===== src/rtl/tcw_pkg.sv =====
package tcw_pkg;

  // Default screen geometry
  localparam int unsigned COLUMNS_DEFAULT = 80;
  localparam int unsigned ROWS_DEFAULT    = 25;

  // Fixed payload widths
  localparam int unsigned CMD_W    = 2;
  localparam int unsigned CHAR_W   = 8;
  localparam int unsigned ATTR_W   = 8;
  localparam int unsigned INDEX_W  = 11;
  localparam int unsigned CELL_W   = 16;
  localparam int unsigned ROW_OUT_W = 5;
  localparam int unsigned COL_OUT_W = 7;

  // Character codes and reset attribute
  localparam logic [CHAR_W-1:0] NEWLINE_CODE = 8'd10;
  localparam logic [CHAR_W-1:0] SPACE_CODE   = 8'h20;
  localparam logic [ATTR_W-1:0] RESET_ATTR   = 8'h07;

  // Command codes; the fourth code is a no-op
  typedef enum logic [CMD_W-1:0] {
    CMD_PUT   = 2'd0,
    CMD_CLEAR = 2'd1,
    CMD_READ  = 2'd2
  } cmd_e;

  // Controller to datapath commands
  typedef struct packed {
    logic accept;      // an item is taken this cycle
    logic put_en;      // write a character or take a newline
    logic read_en;     // read one cell
    logic home_en;     // home the cursor at the start of a clear
    logic sweep_en;    // write one blank cell at the sweep address
    logic sweep_init;  // sweep uses the reset attribute
  } dp_ctrl_t;

  // Datapath to controller status
  typedef struct packed {
    logic sweep_last;  // sweep address is the last cell
  } dp_stat_t;

endpackage


===== src/rtl/tcw_ctrl.sv =====
module tcw_ctrl (
  input  logic                               clk_i,
  input  logic                               rst_ni,
  input  logic                               start_i,
  input  logic [tcw_pkg::CMD_W-1:0]          cmd_i,
  input  tcw_pkg::dp_stat_t                  stat_i,
  output tcw_pkg::dp_ctrl_t                  ctrl_o,
  output logic                               busy_o,
  output logic                               done_o
);

  typedef enum logic [2:0] {
    ST_IDLE  = 3'b001,
    ST_INIT  = 3'b010,
    ST_CLEAR = 3'b100
  } state_e;

  state_e state_q, state_d;
  logic   done_q, done_d;
  logic   accept;

  // Decode the incoming command
  always_comb begin
    accept              = start_i && (state_q == ST_IDLE);
    ctrl_o              = '0;
    ctrl_o.accept       = accept;
    ctrl_o.put_en       = accept && (cmd_i == tcw_pkg::CMD_PUT);
    ctrl_o.read_en      = accept && (cmd_i == tcw_pkg::CMD_READ);
    ctrl_o.home_en      = accept && (cmd_i == tcw_pkg::CMD_CLEAR);
    ctrl_o.sweep_en     = (state_q == ST_INIT) || (state_q == ST_CLEAR);
    ctrl_o.sweep_init   = (state_q == ST_INIT);
  end

  // Advance the state machine
  always_comb begin
    state_d = state_q;
    done_d  = 1'b0;
    unique case (state_q)
      ST_IDLE: begin
        if (accept) begin
          if (cmd_i == tcw_pkg::CMD_CLEAR) begin
            state_d = ST_CLEAR;
          end else begin
            done_d = 1'b1;
          end
        end
      end
      ST_INIT: begin
        if (stat_i.sweep_last) begin
          state_d = ST_IDLE;
        end
      end
      ST_CLEAR: begin
        if (stat_i.sweep_last) begin
          state_d = ST_IDLE;
          done_d  = 1'b1;
        end
      end
      default: begin
        state_d = ST_IDLE;
      end
    endcase
  end

  always_ff @(posedge clk_i or negedge rst_ni) begin
    if (!rst_ni) begin
      state_q <= ST_INIT;
      done_q  <= 1'b0;
    end else begin
      state_q <= state_d;
      done_q  <= done_d;
    end
  end

  assign busy_o = (state_q != ST_IDLE);
  assign done_o = done_q;

`ifndef NO_ASSERTIONS
  // End of a clear sweep gives one result and frees the block
  a_clear_done: assert property (@(posedge clk_i) disable iff (!rst_ni)
    (state_q == ST_CLEAR && stat_i.sweep_last) |=> (done_q && state_q == ST_IDLE))
    else $error("clear sweep ended without a result");

  // No result while the reset sweep runs
  a_init_quiet: assert property (@(posedge clk_i) disable iff (!rst_ni)
    (state_q == ST_INIT) |=> !done_q)
    else $error("result during reset sweep");
`endif

endmodule


===== config.mk =====
export PLATFORM = sky130hd
export DESIGN_NAME = tcw_ctrl
export DESIGN_NICKNAME = d
export VERILOG_FILES = /design/src/rtl/tcw_pkg.sv /design/src/rtl/tcw_ctrl.sv
export SDC_FILE = /design/constraint.sdc
export NUM_CORES = 1
export LEC_CHECK = 0
export ABC_AREA = 1
export BUFFER_PORTS_ARGS = -buffer_cell sky130_fd_sc_hd__buf_2
export CORE_AREA = 2 2 39 41
export DETAILED_ROUTE_END_ITERATION = 16
export DIE_AREA = 0 0 41 43
export HOLD_SLACK_MARGIN = 0.03
export PLACE_DENSITY = 0.4
export SYNTH_ARGS = -nofsm -noshare
export SYNTH_HDL_FRONTEND = slang
export SYNTH_SLANG_ARGS = --single-unit

===== constraint.sdc =====
create_clock -name clk_i -period 1.1 [get_ports clk_i]
set_input_delay 0.055 -clock clk_i [delete_from_list [all_inputs] [get_ports clk_i]]
set_output_delay 0.055 -clock clk_i [all_outputs]
set_load 0.01 [all_outputs]

==> results.tsv <==
stage	metric	value	unit
critical_path	start_kind	flop	
die	fp.dieH	43	um
critical_path	worstPathBufferInverterCount	3	
job	maxCapViolCount	0	
timing	finalClockSkew	0.00439	ns
layout	area_growth	60.6	%
grt	grt_pass1_wl	986	um
timing	period_minus_slack	1.27	ns
clocking	h-tree-depth	1	
clocking	cts_sinks	4	
critical_path	cp_slowest_cell	dfstp_2	
place	hpwl	447	um
drt	ant_nets	0	
synth	yosysWarnings	0	
power_and_ir_drop	powerDensity	1740	nW/um2
timing	hold_viol	0	
layout	mostFrequentLayoutCell	buf_2	
die	die_area	1760	um2
drt	drt_iter0_markers	10	
place	portBuffers	13	
timing	tightest_slew	0.163	ns
power_and_ir_drop	vdd_ir_drop_max	0.779	mV
clocking	clk_pin_slew_worst_paths	0.04	ns
grt	antenna_found_initial	0	
die	die_width	41	um
drt	routed_wl	638	um
critical_path	crit_fanout	4	
critical_path	critPathKind	reg2out	
synth	synth-seq-cells	4	
timing	rsz0062_at_grt	true	
clocking	cts_buffer_depth	2	
synth	syn_area	273	um2
layout	layout-drive-gt1-share	49.2	%
drt	detail_route.wl_per_cell	8.51	um
critical_path	slowest_delay	0.57	ns
critical_path	worstPathArrival	1.21	ns
drt	drc_errors	0	
layout	fin_nets	66	
critical_path	path_cells	inv_4, nand3_4, nor2_4, nand3_2, inv_1, buf_2	
critical_path	reg2reg_slack	0.02	ns
critical_path	required	1.04	ns
grt	gr-usage-all-layers	8.07	%
critical_path	cp.depth	6	
layout	most-common-layout-cells	buf_2, inv_1, nand2_1	
layout	final_core_util	31.6	%
synth	yosysTopAreaCell	dfrtp_1	
synth	syn_avg_cell_area	7.37	um2
die	placementRows	14	
status	violations	setup timing	
drt	via_per_inst	4.09	
place	place_congestion	0.604	
clocking	clkLatencyLatePin	0.23	ns
synth	synthCells	37	
power_and_ir_drop	p_leak	0.264	nW
hold_path	hp-class	in2reg	
synth	ys_types	15	
critical_path	worst-r2r-cell-count	5	
timing	setup_violations	7	
timing	finalMaxSlewViolations	0	
layout	nFillCells	150	
synth	mappedNetlistNets	43	
grt	grt_max_degree	6	
die	num_io_pins	14	
critical_path	cp-end-kind	primary output	
timing	setup_slack	-0.166	ns
grt	globalRouteOverflowTotal	0	
place	dp_slack	0.0861	ns
synth	synth_top_cell_area_share	27.5	%
synth	ys_seq_area_share	37.2	%
status	status	finished with violations	
grt	grt_pass1_vias	262	
clocking	cts_buffers	3	
clocking	root_buffer	clkbuf_4	
synth	synthTopCellsByArea	dfrtp_1, dfstp_2, inv_1	
drt	vias	307	
timing	slew_headroom	89.0	%
die	start_util	19.7	%
hold_path	whs_path_depth	3	
drt	drt_first_pass_iters	4	
timing	max_freq	790	MHz
timing	fin_crit_sh	115	%
clocking	cts_tree	built	
die	coreArea	1380	um2
critical_path	crit_family	flip-flops	
layout	diodes	0	
## synth_stat cells
master / n
buf_4: 1
dfrtp_1: 3
dfstp_2: 1
inv_1: 7
inv_2: 2
nand2_1: 7
nand2_2: 1
nand3_1: 2
nand3_2: 1
nand3_4: 1
nand4_1: 2
nor2_1: 4
nor2_4: 1
o21ai_0: 3
or2_1: 1
## power breakdown
group	total, mW	leakage [nW]	internal [mW]	switching (mW)
sequential	0.208	0.0473	0.180	0.0284
clock	0.198	0.0150	0.136	0.0614
combinational	0.354	0.201	0.177	0.177
## state kept, by name, summed over array words and instances, names as in the netlist
signal   flops
state_q      3
done_o       1
## area by class of cell
class | count | area [um2] | area share (%)
clock buffer | 4 | 26.3 | 6.00
multi-input combinational | 23 | 135 | 30.9
inverter | 9 | 36.3 | 8.29
sequential | 4 | 101 | 23.1
tap | 16 | 20.0 | 4.57
timing repair buffer | 19 | 119 | 27.1
## metrics by stage
| stage | instances | power [mW] | TNS [ns] | hold slack (ns) | instance area (um2) |
|---|---|---|---|---|---|
| 5_1_grt | 75 | 0.821 | -1.24 | 0.120 | 438 |
| 2_1_floorplan | 37 | 0.407 | 0 | -0.241 | 273 |
| 4_1_cts | 73 | 0.755 | -0.778 | 0.105 | 420 |
| 3_5_place_dp | 66 | 0.489 | 0 | -0.141 | 358 |
| 3_3_place_gp | 66 | 0.494 | 0 | -0.138 | 358 |
| 6_report | 75 | 0.760 | -0.807 | 0.102 | 438 |
## timing repair
| action | CTS | global route |
|---|---|---|
| pin swaps | 0 | 2 |
| hold buffers | 1 | 0 |
| hold endpoints to repair | 4 | 0 |
| setup endpoints to repair | 7 | 8 |
| setup buffers | 2 | 3 |
| gates resized for setup | 2 | 2 |
## worst register-to-register path: stages, from the launching register on
cell	delay (ns)
dfstp_2	0.57
inv_4	0.06
nand3_4	0.08
buf_4	0.12
or2_1	0.09
nand2_1	0.05
## kinds of logic (layout without fill, tap and decap cells)
| logic type | Yosys count | after routing | synth area share [%] |
|---|---|---|---|
| and+or+nand+nor | 20 | 20 | 42.2 |
| buffers and inverters | 10 | 32 | 15.1 |
| DFF | 4 | 4 | 37.2 |
| AOI/OAI and AO/OA | 3 | 3 | 5.50 |
## path summary, 6_finish.rpt
check                                 from          to
worst min-delay path              cmd_i[0]  state_q[2]
max in group asynchronous           rst_ni  state_q[1]
worst max register to register  state_q[1]  state_q[0]
worst max-delay path            state_q[1]   ctrl_o[2]
min in group asynchronous           rst_ni  state_q[2]
worst min register to register  state_q[1]  state_q[1]
## metal layers
metal / routed length (um) / global-route usage (%) / vias to the layer above
met1: 258 / 9.48 / 138
met4: 0 / 4.00 / 0
li1: - / - / 156
met3: 43 / 1.57 / 0
met5: 0 / 0 / -
met2: 336 / 13.1 / 13
No activity file was read; power rests on OpenSTA's default activity.
